File: config.mk
export PLATFORM = sky130hd
export DESIGN_NAME = dma_rx_channel_with_shadow_queue
export DESIGN_NICKNAME = d
export VERILOG_FILES = /design/src/design/drx_pkg.sv /design/src/design/drx_front.sv /design/src/design/drx_back.sv /design/src/design/dma_rx_channel_with_shadow_queue.sv
export VERILOG_INCLUDE_DIRS = /design/src /design/src/design
export SDC_FILE = /design/constraint.sdc
export NUM_CORES = 1
export LEC_CHECK = 0
export ABC_AREA = 0
export BUFFER_PORTS_ARGS = -buffer_cell sky130_fd_sc_hd__buf_4
export CORE_ASPECT_RATIO = 1.4
export CORE_UTILIZATION = 25
export DETAILED_ROUTE_END_ITERATION = 12
export GPL_TIMING_DRIVEN = 0
export HOLD_SLACK_MARGIN = 0.03
export SYNTH_ARGS = -nofsm -noshare
export SYNTH_HDL_FRONTEND = slang
export SYNTH_SLANG_ARGS = --single-unit
File: constraint.sdc
create_clock -name clk -period 8.18 [get_ports clk]
set_clock_uncertainty 0.15 [all_clocks]
set_input_delay 1.227 -clock clk [delete_from_list [all_inputs] [get_ports clk]]
set_output_delay 1.227 -clock clk [all_outputs]
set_load 0.005 [all_outputs]
File: src/design/dma_rx_channel_with_shadow_queue_assert.svh
// ----------------------------------------------------------------------------
// dma_rx_channel_with_shadow_queue_assert.svh
// Assertion macros shared by the receive DMA channel. Each macro expects
// clk and rst_n to be visible where it is used.
// ----------------------------------------------------------------------------
`ifndef DMA_RX_CHANNEL_WITH_SHADOW_QUEUE_ASSERT_SVH
`define DMA_RX_CHANNEL_WITH_SHADOW_QUEUE_ASSERT_SVH

// The consequent must hold in the same cycle as the antecedent.
`define DRX_ASSERT_NOW(lbl, ante, cons) \
    lbl: assert property (@(posedge clk) disable iff (!rst_n) (ante) |-> (cons)) \
        else $error("drx assertion failed");

// The consequent must hold in the cycle after the antecedent.
`define DRX_ASSERT_NEXT(lbl, ante, cons) \
    lbl: assert property (@(posedge clk) disable iff (!rst_n) (ante) |=> (cons)) \
        else $error("drx assertion failed");

`endif

File: src/design/drx_pkg.sv
// ----------------------------------------------------------------------------
// drx_pkg
// Types, codes and constants shared by the receive DMA channel modules.
// ----------------------------------------------------------------------------
`default_nettype none

package drx_pkg;

    localparam int DRX_SIZE_BITS   = 20;
    localparam int DRX_QUEUE_DEPTH = 2;

    // Input item kinds.
    localparam logic [1:0] KIND_WRITE = 2'd0;
    localparam logic [1:0] KIND_READ  = 2'd1;
    localparam logic [1:0] KIND_PUSH  = 2'd2;

    // Register byte offsets.
    localparam logic [3:0] OFF_ADDR = 4'd0;
    localparam logic [3:0] OFF_SIZE = 4'd4;
    localparam logic [3:0] OFF_CFG  = 4'd8;

    // Config word bit positions.
    localparam int CFG_CONT  = 0;
    localparam int CFG_WIDTH = 1;
    localparam int CFG_EN    = 4;
    localparam int CFG_CLR   = 5;

    typedef enum logic [3:0] {
        OP_NOP,
        OP_WR_ADDR,
        OP_WR_SIZE,
        OP_WR_CFG,
        OP_RD_ADDR,
        OP_RD_SIZE,
        OP_RD_CFG,
        OP_BAD,
        OP_PUSH
    } drx_op_t;

    // Classified command handed from the front end to the back end.
    typedef struct packed {
        drx_op_t     op;
        logic [31:0] data;
        logic [2:0]  nbytes;
    } drx_cmd_t;

    // One result item.
    typedef struct packed {
        logic [31:0] read_data;
        logic        access_error;
        logic        mem_write_valid;
        logic [31:0] mem_write_addr;
        logic [31:0] mem_write_word;
        logic [2:0]  mem_write_bytes;
        logic        transfer_done;
    } drx_res_t;

    // Back end status, observed by the top level.
    typedef struct packed {
        logic       exec_fire;
        logic [1:0] desc_count;
        logic [1:0] outq_count;
    } drx_stat_t;

endpackage

`default_nettype wire

File: src/design/drx_front.sv
// ----------------------------------------------------------------------------
// drx_front
// Accepts input items, classifies them into commands and holds them in a
// two-entry command queue in front of the execution stage.
// ----------------------------------------------------------------------------
`default_nettype none

module drx_front
    import drx_pkg::*;
(
    input  wire logic        clk,
    input  wire logic        rst_n,
    input  wire logic        push,
    output logic             full,
    input  wire logic [1:0]  kind,
    input  wire logic [3:0]  reg_offset,
    input  wire logic [31:0] write_data,
    input  wire logic [2:0]  push_bytes,
    input  wire logic [31:0] push_value,
    output logic             cmd_valid,
    output drx_cmd_t         cmd,
    input  wire logic        cmd_pop
);

    drx_cmd_t   entry_reg [2];
    drx_cmd_t   dec;
    logic       wr_ptr_reg, wr_ptr_next;
    logic       rd_ptr_reg, rd_ptr_next;
    logic [1:0] count_reg, count_next;
    logic       do_push, do_pop;

    // Classify the incoming item.
    always_comb
    begin
        dec.op     = OP_NOP;
        dec.data   = write_data;
        dec.nbytes = push_bytes;
        unique case (kind)
            KIND_WRITE:
            begin
                unique case (reg_offset)
                    OFF_ADDR: dec.op = OP_WR_ADDR;
                    OFF_SIZE: dec.op = OP_WR_SIZE;
                    OFF_CFG:  dec.op = OP_WR_CFG;
                    default:  dec.op = OP_BAD;
                endcase
            end
            KIND_READ:
            begin
                unique case (reg_offset)
                    OFF_ADDR: dec.op = OP_RD_ADDR;
                    OFF_SIZE: dec.op = OP_RD_SIZE;
                    OFF_CFG:  dec.op = OP_RD_CFG;
                    default:  dec.op = OP_BAD;
                endcase
            end
            KIND_PUSH:
            begin
                dec.data = push_value;
                // Pushes of zero or more than four bytes are dropped here.
                if (push_bytes != 3'd0 && push_bytes <= 3'd4)
                    dec.op = OP_PUSH;
                else
                    dec.op = OP_NOP;
            end
            default: dec.op = OP_NOP;
        endcase
    end

    assign full      = (count_reg == 2'd2);
    assign cmd_valid = (count_reg != 2'd0);
    assign cmd       = entry_reg[rd_ptr_reg];
    assign do_push   = push && !full;
    assign do_pop    = cmd_pop && cmd_valid;

    always_comb
    begin
        wr_ptr_next = do_push ? !wr_ptr_reg : wr_ptr_reg;
        rd_ptr_next = do_pop ? !rd_ptr_reg : rd_ptr_reg;
        count_next  = count_reg + 2'(do_push) - 2'(do_pop);
    end

    always_ff @(posedge clk or negedge rst_n)
    begin
        if (!rst_n)
        begin
            wr_ptr_reg <= 1'b0;
            rd_ptr_reg <= 1'b0;
            count_reg  <= 2'd0;
        end
        else
        begin
            wr_ptr_reg <= wr_ptr_next;
            rd_ptr_reg <= rd_ptr_next;
            count_reg  <= count_next;
        end
    end

    always_ff @(posedge clk)
    begin
        if (do_push)
            entry_reg[wr_ptr_reg] <= dec;
    end

endmodule

`default_nettype wire

File: src/design/drx_back.sv
// ----------------------------------------------------------------------------
// drx_back
// Executes classified commands against the register and descriptor state,
// packs pushed bytes into memory words and queues one result per command.
// ----------------------------------------------------------------------------
`default_nettype none

module drx_back
    import drx_pkg::*;
#(
    parameter int SIZE_BITS = DRX_SIZE_BITS
)
(
    input  wire logic     clk,
    input  wire logic     rst_n,
    input  wire logic     cmd_valid,
    input  wire drx_cmd_t cmd,
    output logic          cmd_pop,
    output logic          empty,
    output drx_res_t      res,
    input  wire logic     pop,
    output drx_stat_t     stat
);

    localparam int REM_W = SIZE_BITS + 1;

    // Register and descriptor state.
    logic [31:0]          start_addr_reg, start_addr_next;
    logic [SIZE_BITS-1:0] size_reg, size_next;
    logic                 cont_reg, cont_next;
    logic                 width_reg, width_next;
    logic [1:0]           desc_count_reg, desc_count_next;
    logic                 head_reg, head_next;
    logic [31:0]          pack_word_reg, pack_word_next;
    logic [2:0]           pack_idx_reg, pack_idx_next;

    logic [31:0]             desc_addr_reg [2];
    logic signed [REM_W-1:0] desc_rem_reg  [2];

    // Descriptor write port.
    logic                    desc_wr;
    logic                    desc_wr_slot;
    logic [31:0]             desc_wr_addr;
    logic signed [REM_W-1:0] desc_wr_rem;

    // Result queue.
    drx_res_t   outq_reg [2];
    logic       oq_wr_ptr_reg, oq_rd_ptr_reg;
    logic [1:0] oq_count_reg, oq_count_next;
    logic       exec_fire, do_pop;
    drx_res_t   r;

    // Push datapath.
    logic                    busy;
    logic                    queue_full;
    logic [31:0]             shifted;
    logic [2:0]              new_idx;
    logic [3:0]              idx_end;
    logic signed [REM_W-1:0] head_rem;
    logic signed [REM_W-1:0] rem_after;
    logic [31:0]             head_addr;

    assign exec_fire  = cmd_valid && (oq_count_reg != 2'd2);
    assign cmd_pop    = exec_fire;
    assign do_pop     = pop && !empty;
    assign empty      = (oq_count_reg == 2'd0);
    assign res        = outq_reg[oq_rd_ptr_reg];
    assign busy       = (desc_count_reg != 2'd0);
    assign queue_full = (desc_count_reg >= 2'(DRX_QUEUE_DEPTH));
    assign head_rem   = desc_rem_reg[head_reg];
    assign head_addr  = desc_addr_reg[head_reg];
    assign shifted    = cmd.data << {pack_idx_reg[1:0], 3'b000};
    assign new_idx    = pack_idx_reg + cmd.nbytes;
    assign idx_end    = {1'b0, new_idx};
    assign rem_after  = head_rem - REM_W'(4);

    always_comb
    begin
        start_addr_next = start_addr_reg;
        size_next       = size_reg;
        cont_next       = cont_reg;
        width_next      = width_reg;
        desc_count_next = desc_count_reg;
        head_next       = head_reg;
        pack_word_next  = pack_word_reg;
        pack_idx_next   = pack_idx_reg;
        desc_wr         = 1'b0;
        desc_wr_slot    = head_reg ^ desc_count_reg[0];
        desc_wr_addr    = start_addr_reg;
        desc_wr_rem     = $signed({1'b0, size_reg});
        r               = '0;

        unique case (cmd.op)
            OP_WR_ADDR: start_addr_next = cmd.data;
            OP_WR_SIZE: size_next = cmd.data[SIZE_BITS-1:0];
            OP_WR_CFG:
            begin
                cont_next  = cmd.data[CFG_CONT];
                width_next = cmd.data[CFG_WIDTH];
                if (cmd.data[CFG_CLR])
                    r.access_error = 1'b1;
                else if (cmd.data[CFG_EN] && !queue_full)
                begin
                    desc_wr         = 1'b1;
                    desc_count_next = desc_count_reg + 2'd1;
                end
            end
            OP_RD_ADDR: r.read_data = start_addr_reg;
            OP_RD_SIZE: r.read_data = 32'(size_reg);
            OP_RD_CFG:
            begin
                r.read_data[CFG_CONT]  = cont_reg;
                r.read_data[CFG_WIDTH] = width_reg;
                r.read_data[CFG_EN]    = busy;
                r.read_data[CFG_CLR]   = queue_full;
            end
            OP_BAD: r.access_error = 1'b1;
            OP_PUSH:
            begin
                if (busy && ({1'b0, pack_idx_reg} + {1'b0, cmd.nbytes}) <= 4'd4)
                begin
                    for (int j = 0; j < 4; j++)
                    begin
                        if (4'(j) >= {1'b0, pack_idx_reg} && 4'(j) < idx_end)
                            pack_word_next[8*j +: 8] = shifted[8*j +: 8];
                    end
                    pack_idx_next = new_idx;
                    if (new_idx == 3'd4 || $signed({{(REM_W-3){1'b0}}, new_idx}) >= head_rem)
                    begin
                        pack_idx_next     = 3'd0;
                        r.mem_write_valid = 1'b1;
                        r.mem_write_addr  = {head_addr[31:2], 2'b00};
                        r.mem_write_word  = pack_word_next;
                        if (head_rem > REM_W'(4))
                            r.mem_write_bytes = 3'd4;
                        else if (head_rem < 0)
                            r.mem_write_bytes = 3'd0;
                        else
                            r.mem_write_bytes = head_rem[2:0];
                        desc_wr      = 1'b1;
                        desc_wr_slot = head_reg;
                        desc_wr_addr = head_addr + 32'd4;
                        desc_wr_rem  = rem_after;
                        if (rem_after <= 0)
                        begin
                            r.transfer_done = 1'b1;
                            head_next       = !head_reg;
                            desc_count_next = desc_count_reg - 2'd1;
                        end
                    end
                end
            end
            default: ;
        endcase

        oq_count_next = oq_count_reg + 2'(exec_fire) - 2'(do_pop);
    end

    assign stat.exec_fire  = exec_fire;
    assign stat.desc_count = desc_count_reg;
    assign stat.outq_count = oq_count_reg;

    always_ff @(posedge clk or negedge rst_n)
    begin
        if (!rst_n)
        begin
            start_addr_reg <= '0;
            size_reg       <= '0;
            cont_reg       <= 1'b0;
            width_reg      <= 1'b0;
            desc_count_reg <= 2'd0;
            head_reg       <= 1'b0;
            pack_word_reg  <= '0;
            pack_idx_reg   <= 3'd0;
            oq_wr_ptr_reg  <= 1'b0;
            oq_rd_ptr_reg  <= 1'b0;
            oq_count_reg   <= 2'd0;
        end
        else
        begin
            if (exec_fire)
            begin
                start_addr_reg <= start_addr_next;
                size_reg       <= size_next;
                cont_reg       <= cont_next;
                width_reg      <= width_next;
                desc_count_reg <= desc_count_next;
                head_reg       <= head_next;
                pack_word_reg  <= pack_word_next;
                pack_idx_reg   <= pack_idx_next;
                oq_wr_ptr_reg  <= !oq_wr_ptr_reg;
            end
            if (do_pop)
                oq_rd_ptr_reg <= !oq_rd_ptr_reg;
            oq_count_reg <= oq_count_next;
        end
    end

    always_ff @(posedge clk)
    begin
        if (exec_fire && desc_wr)
        begin
            desc_addr_reg[desc_wr_slot] <= desc_wr_addr;
            desc_rem_reg[desc_wr_slot]  <= desc_wr_rem;
        end
        if (exec_fire)
            outq_reg[oq_wr_ptr_reg] <= r;
    end

endmodule

`default_nettype wire

File: src/design/dma_rx_channel_with_shadow_queue.sv
// ----------------------------------------------------------------------------
// dma_rx_channel_with_shadow_queue
// Receive DMA channel: register access, descriptor queue and byte packing.
// ----------------------------------------------------------------------------
// Both sides look like a queue. An item (register write, register read or
// peripheral push of 1 to 4 bytes) is taken when push is high and full low.
// Every item produces exactly one result item, shown while empty is low and
// taken when pop is high. The result carries read data, an access error flag,
// an optional aligned memory word write and an end-of-transfer pulse.
// The front end classifies items into a two-entry command queue; the back
// end executes one command per cycle while the result queue has room and
// writes a two-entry result queue. An accepted item passes through the
// command queue and is registered into the result queue before it is
// visible. The sustained rate is one item per cycle while the receiver
// keeps popping; descriptor and packing state update for each command.
// If the receiver stalls, the result queue fills, the back end stops, then
// the command queue fills and full rises; nothing is lost or repeated.
// Reset clears both queues, the shadow registers, the descriptor count and
// the packing state; descriptor entries are loaded when queued.
// ----------------------------------------------------------------------------
`default_nettype none

module dma_rx_channel_with_shadow_queue
    import drx_pkg::*;
#(
    parameter int SIZE_BITS = DRX_SIZE_BITS
)
(
    input  wire logic        clk,
    input  wire logic        rst_n,
    input  wire logic        push,
    output logic             full,
    input  wire logic [1:0]  kind,
    input  wire logic [3:0]  reg_offset,
    input  wire logic [31:0] write_data,
    input  wire logic [2:0]  push_bytes,
    input  wire logic [31:0] push_value,
    output logic             empty,
    input  wire logic        pop,
    output logic [31:0]      read_data,
    output logic             access_error,
    output logic             mem_write_valid,
    output logic [31:0]      mem_write_addr,
    output logic [31:0]      mem_write_word,
    output logic [2:0]       mem_write_bytes,
    output logic             transfer_done
);

    logic      cmd_valid;
    logic      cmd_pop;
    drx_cmd_t  cmd;
    drx_res_t  res;
    drx_stat_t stat;

    drx_front u_front (
        .clk        (clk),
        .rst_n      (rst_n),
        .push       (push),
        .full       (full),
        .kind       (kind),
        .reg_offset (reg_offset),
        .write_data (write_data),
        .push_bytes (push_bytes),
        .push_value (push_value),
        .cmd_valid  (cmd_valid),
        .cmd        (cmd),
        .cmd_pop    (cmd_pop)
    );

    drx_back #(
        .SIZE_BITS (SIZE_BITS)
    ) u_back (
        .clk       (clk),
        .rst_n     (rst_n),
        .cmd_valid (cmd_valid),
        .cmd       (cmd),
        .cmd_pop   (cmd_pop),
        .empty     (empty),
        .res       (res),
        .pop       (pop),
        .stat      (stat)
    );

    assign read_data       = res.read_data;
    assign access_error    = res.access_error;
    assign mem_write_valid = res.mem_write_valid;
    assign mem_write_addr  = res.mem_write_addr;
    assign mem_write_word  = res.mem_write_word;
    assign mem_write_bytes = res.mem_write_bytes;
    assign transfer_done   = res.transfer_done;

`include "dma_rx_channel_with_shadow_queue_assert.svh"

    // The descriptor count never goes beyond the two-entry shadow queue.
    `DRX_ASSERT_NOW(a_desc_bound, 1'b1, stat.desc_count != 2'd3)
    // The back end only executes while the result queue has room.
    `DRX_ASSERT_NOW(a_exec_room, stat.exec_fire, stat.outq_count != 2'd2)
    // An accepted item is waiting for the back end on the next cycle.
    `DRX_ASSERT_NEXT(a_cmd_follows, push && !full, cmd_valid)
    // A memory write result never carries register read data or an error.
    `DRX_ASSERT_NOW(a_write_clean, !empty && mem_write_valid, !access_error && read_data == 32'd0)

endmodule

`default_nettype wire

### After elaboration in Yosys (flattened, before gate mapping)

Memories as Yosys holds them, arrays and structs flattened.
Cells that the tools add are included.

| operators by class | value |
|---|---|
| add/subtract/negate cells | 10 |
| $lt $le $gt $ge | 15 |
| eq/ne operators | 20 |
| shifts and indexed selects | 1 |
| multiplexer cells | 48 |
| bitwise gates (word level) | 1 |
| reductions and logical operators | 34 |

Operator list:

| cell | count |
|---|---|
| $mux W69 | 3 |
| $mux W32 | 4 |
| $mux W21 | 3 |
| $pmux W26 S2 | 1 |
| $add A32 B3 Y32 const B | 1 |
| $mux W8 | 4 |
| $shl A32 B5 Y32 | 1 |
| $ge A4 B21 Y1 | 1 |
| $gt A21 B4 Y1 const B | 1 |
| $le A21 B1 Y1 const B | 1 |
| $lt A21 B1 Y1 const B | 1 |
| $sub A21 B4 Y21 const B | 1 |
| $eq A4 B3 Y1 const B | 5 |
| $pmux W2 S3 | 3 |
| $mux W1 | 15 |
| $logic_and A1 B1 Y1 | 12 |
| $pmux W4 S3 | 1 |
| $mux W2 | 5 |
| $mux W3 | 3 |
| $pmux W3 S3 | 1 |
| $eq A4 B2 Y1 const B | 2 |
| $eq A4 B4 Y1 const B | 2 |
| $logic_not A1 Y1 | 8 |
| $ne A2 B1 Y1 const B | 4 |
| other kinds (31) | 46 |

| storage, ports and cells | value |
|---|---|
| register bits | 100 |
| memory bits (writable) | 388 |
| input bits | 77 |
| output and inout port bits | 104 |
| word-level logic and storage cells | 147 |
| memories kept | 4 |

Memories:

| name | words | width | rd ports | clocked after Yosys merged registers in | wr ports | line | text |
|---|---|---|---|---|---|---|---|
| u_back.outq_reg | 2 | 102 | 1 | 0 | 1 | drx_back.sv:47 | `drx_res_t outq_reg [2];` |
| u_front.entry_reg | 2 | 39 | 1 | 0 | 1 | drx_front.sv:25 | `drx_cmd_t entry_reg [2];` |
| u_back.desc_addr_reg | 2 | 32 | 1 | 0 | 1 | drx_back.sv:37 | `logic [31:0] desc_addr_reg [2];` |
| u_back.desc_rem_reg | 2 | 21 | 1 | 0 | 1 | drx_back.sv:38 | `logic signed [REM_W-1:0] desc_rem_reg [2];` |

### Longest topological paths before layout

An unclocked memory read counts as a cell.

| depth | value |
|---|---|
| depth after elaboration | 10 |
| gate-level depth with buffers | 20 |
| mapped depth without buffers | 13 |

### By module

Synthesis repeated with hierarchy kept, for this count alone.

| unflattened totals | value |
|---|---|
| cell total of the unflattened synthesis | 1530 |
| area total of the unflattened synthesis | 21733.3 um2 |

By module, submodules not included:

| module | instances | cells an instance | area an instance (um2) | sequential area each (um2) |
|---|---|---|---|---|
| drx_back | 1 | 1342 | 18109.9 | 11471.0 |
| drx_front | 1 | 188 | 3623.5 | 2442.3 |

### Worst setup path before layout

No wires, ideal clock.

| timing path | value |
|---|---|
| kind | flip-flop to flip-flop |
| start point | reg u_front.rd_ptr_reg |
| end point | mem u_back.desc_addr_reg[0][10] (enable) |
| setup time | 0.476 ns |
| data arrival time | 6.960 ns |
| data required time | 7.554 ns |
| setup slack | 0.593 ns |
| cell stages (with the launch flop) | 19 |
| path buffers | 5 |
| period minus slack after synthesis | 7.587 ns |
| cells stage by stage | dfrtp_1 clkbuf_1 clkbuf_1 clkbuf_1 mux2_2 ha_1 fa_1 xnor2_1 inv_1 ha_1 nand4_1 nor3b_1 o21ai_0 a21o_1 clkbuf_1 clkbuf_1 o21ai_0 nand2_1 a21oi_1 |

| on the way | value |
|---|---|
| longest elaborated chain between the ends | 10 |
| elaborated cells on any way between the ends | 22 |
| those cells by class | add/sub: 2; order compare: 2; eq/ne: 3; mux: 10; reduce/logical: 4; memory: 1 |

Ends and longest elaborated chain:

| item | line | text |
|---|---|---|
| from (decl) | drx_front.sv:28 | `logic rd_ptr_reg, rd_ptr_next;` |
| from (signal assigned) | drx_front.sv:94 | `rd_ptr_reg <= rd_ptr_next;` |
| $mem_v2 Z2 W39 (*) | -- |  |
| $add A3 B3 Y3 | drx_back.sv:73 | `assign new_idx = pack_idx_reg + cmd.nbytes;` |
| $ge A4 B21 Y1 or $eq A3 B3 Y1 (tied branches) | drx_back.sv:128 | `if (new_idx == 3'd4 \|\| $signed({{(REM_W-3){1'b0}}, new_idx}) >= head_rem)` |
| $logic_or A1 B1 Y1 | drx_back.sv:128 |  |
| $mux W1 | drx_back.sv:128 |  |
| $mux W1 | drx_back.sv:120 | `if (busy && ({1'b0, pack_idx_reg} + {1'b0, cmd.nbytes}) <= 4'd4)` |
| $pmux W1 S2 | drx_back.sv:93 | `unique case (cmd.op)` |
| $logic_and A1 B1 Y1 | drx_back.sv:201 | `if (exec_fire && desc_wr)` |
| $mux W1 | drx_back.sv:201 |  |
| $mux W1 (implied by the code) | drx_back.sv:203 | `desc_addr_reg[desc_wr_slot] <= desc_wr_addr;` |
| to (decl) | drx_back.sv:37 |  |

Mark *: on every way between the ends. The rest lies on a longest branch, timed or not.

### Final worst setup path

| timing path | value |
|---|---|
| start point | reg u_front.rd_ptr_reg |
| end point | mem u_back.desc_addr_reg[1][28] (enable) |

Same word-level chain as after synthesis.

==> flow_metrics.py <==
metrics = {
    "detailed_routing": {
        "drt_wl_total_um": 61600,
        "drc": 0,
        "first_pass_iters": 5,
        "postRouteAntennaNets": 0,
        "wl_per_cell_um": 20.6,
        "dr_total_vias": 13892,
        "drt_iter0_markers": 912,
        "via_per_inst": 4.64,
    },
    "place": {
        "preCtsSetupSlack_ns": 0.434,
        "numPortBuffers": 178,
        "dp_cells": 2910,
        "hpwl_um": 47200,
        "globalplace.congestion": 0.900,
        "placed_cell_area_um2": 24600,
    },
    "clock_tree": {
        "htreeDepth": 2,
        "cts.clk_slew.worst_paths_ns": 0.06,
        "ctsRootBufferMaster": "clkbuf_16",
        "cts_setup_buffers": 0,
        "clk_path_buf_depth": 3,
        "clock_latency_ns": 0.59,
        "cts_tree": "built",
        "cts.sinks": 480,
        "cts_buffers": 46,
    },
    "timing": {
        "worst_pin_slew_ns": 1.18,
        "slew-limit-headroom_pct": 19.3,
        "final.setup.tns_ns": 0,
        "whs_ns": 0.284,
        "setup_viol": 0,
        "rsz0062_at_grt": "no",
        "fmax_mhz": 129,
        "fin_crit_ns": 7.74,
        "min_period_over_period_pct": 94.7,
        "setup_slack_ns": 0.436,
        "drv_slew": 0,
        "hold_viol": 0,
    },
    "run_status": {
        "run_status": "complete, no violations",
    },
    "synthesis": {
        "synth_area_um2": 21700,
        "syn_area_per_cell_um2": 13.3,
        "ys_types": 68,
        "synth_seq_cells": 480,
        "synth_edf_count": 380,
        "async_flop_share_pct": 20.8,
        "ys_seq_area_share_pct": 64.2,
        "syn-instance-count": 1626,
        "yosysWarnings": 0,
        "synth_flop_cell": "edfxtp_1",
    },
    "setup_path": {
        "arrival_ns": 7.90,
        "worstPathMaxFanout": 27,
        "reg2reg_slack_ns": 0.44,
        "end_kind": "flip-flop",
        "cp.required_ns": 8.34,
        "crit_type": "flip-flop to flip-flop",
        "crit_path_start_kind": "flip-flop",
    },
    "floorplan": {
        "fp.dieArea_um2": 87900,
        "die_h_um": 350,
        "io_pins": 181,
        "die_x_um": 251,
        "start_util_pct": 25.3,
        "core.rowCount": 127,
        "core-area_um2": 85800,
    },
    "pwr": {
        "power_mw": 10.1,
        "ir_drop_uv": 168,
        "power.density_nw_per_um2": 384,
        "cellLeakagePower_nw": 9.63,
    },
    "global_route": {
        "overflow": 0,
        "antenna_found_initial": 1,
        "grt_max_degree": 101,
        "grt_use_total_pct": 13.8,
        "grt_pass1_wl_um": 91000,
        "grt_pass1_vias": 14490,
    },
    "layout": {
        "insertedDiodeCount": 0,
        "postLayoutCoreUtil_pct": 30.6,
        "n_fill_cell": 8626,
        "layout_common_cells": "edfxtp_1, nand2_1, buf_4",
        "syn2layout_area_growth_pct": 21.0,
        "instances_no_fill": 2996,
        "largest_reg_flops": 200,
        "drive_gt1_share_pct": 24.4,
        "finish.instance_area_um2": 26200,
        "fin_nets": 1955,
        "layout_commonest_cell": "edfxtp_1",
    },
    "flow_run": {
        "drv_cap": 0,
    },
    "worst_hold_path": {
        "hold_path_class": "input pin to asynchronous set/reset pin",
    },
}
## where the power goes
group          total (mW)  internal [mW]  switching (mW)
Clock                2.20           1.28           0.919
Combinational        3.91           1.59            2.32
Sequential           3.97           3.65           0.319
## metal layers
metal,track usage [%],vias up,share of wire [%]
li1,-,6519,-
met1,15.4,6847,39
met2,26.5,414,54
met3,1.77,110,4.0
met4,5.00,2,3.4
met5,0,-,0.028
## worst paths after layout
| kind | from | to | cells after the start |
|---|---|---|---|
| worst max-delay path | u_front.rd_ptr_reg$_DFFE_PN0P_ | u_back.desc_addr_reg[1][28]$_DFFE_PP_ | 19 |
| worst min-delay path | rst_n | u_back.oq_count_reg[0]$_DFF_PN0_ | 1 |
| worst max register to register | u_front.rd_ptr_reg$_DFFE_PN0P_ | u_back.desc_addr_reg[1][28]$_DFFE_PP_ | 19 |
| worst min register to register | u_back.pack_word_reg[16]$_DFFE_PN0P_ | u_back.pack_word_reg[16]$_DFFE_PN0P_ | 2 |
| max in group asynchronous | rst_n | u_back.pack_word_reg[16]$_DFFE_PN0P_ | 2 |
| min in group clk | u_back.pack_word_reg[16]$_DFFE_PN0P_ | u_back.pack_word_reg[16]$_DFFE_PN0P_ | 2 |
## synth_stat cells, drive strengths merged, types with 4 or more instances
cell type | count | area [um^2]
o2111ai | 4 | 35.0
xor2 | 26 | 228
nand2 | 187 | 702
o22ai | 6 | 37.5
or3 | 14 | 97.6
xnor2 | 30 | 263
nand2b | 8 | 50.1
mux4 | 10 | 225
nor4 | 5 | 31.3
a22oi | 10 | 75.1
nor3 | 29 | 145
inv | 20 | 75.1
or3b | 6 | 52.6
or4 | 7 | 56.3
mux2i | 109 | 1090
clkbuf | 67 | 251
nand3b | 9 | 67.6
a22o | 18 | 158
and2 | 20 | 125
nor3b | 5 | 37.5
and3 | 7 | 43.8
or4b | 5 | 50.1
nand3 | 14 | 70.1
buf | 21 | 118
ha | 14 | 175
edfxtp | 380 | 11400
nor2 | 108 | 405
a211oi | 5 | 47.5
o31ai | 10 | 75.1
dfrtp | 100 | 2500
or2 | 7 | 43.8
o21ai | 135 | 676
a21oi | 34 | 174
mux2 | 155 | 1750
a21o | 4 | 30.0
nor2b | 6 | 37.5
## worst max-delay path, stage by stage (launching register included)
cell	delay, ns
dfrtp_1	0.32
clkbuf_1	0.54
clkbuf_1	0.62
clkbuf_1	0.56
mux2_2	0.42
ha_1	0.22
fa_1	0.40
xnor2_1	0.39
inv_1	0.20
ha_1	0.36
o21a_1	0.12
o2111a_1	0.24
o21ai_0	0.22
a21o_1	0.22
clkbuf_1	0.44
clkdlybuf4s15_1	0.77
o21ai_0	0.26
a21oi_1	0.49
nor2_4	0.22
buf_12	0.28
## kinds of logic after synthesis
| kind of cell | Yosys count | share of synthesized area, % |
|---|---|---|
| other | 1 | 0.0173 |
| xor gates and xnor gates | 56 | 2.26 |
| buffers and inverters | 108 | 2.05 |
| and+or+nand+nor | 443 | 9.52 |
| AOI/OAI and AO/OA | 249 | 6.96 |
| muxes | 274 | 14.1 |
| adders and majority gates | 15 | 0.900 |
| DFF | 480 | 64.2 |
## final cells by class
class	count	area [um^2]	area share (%)
clock inverters	22	265	1.01
flip-flops and latches	480	13900	53.0
plain buffers	87	372	1.42
clock buffers	63	1310	4.98
inverters	20	75.1	0.286
repair buffers	188	1560	5.96
well taps	1096	1370	5.23
multi-input cells	1040	7370	28.1
## timing repair
item,in CTS,in global routing
gates resized for setup,0,2
hold buffers,0,0
setup endpoints to repair,0,16
No activity file was read; power rests on OpenSTA's default activity.
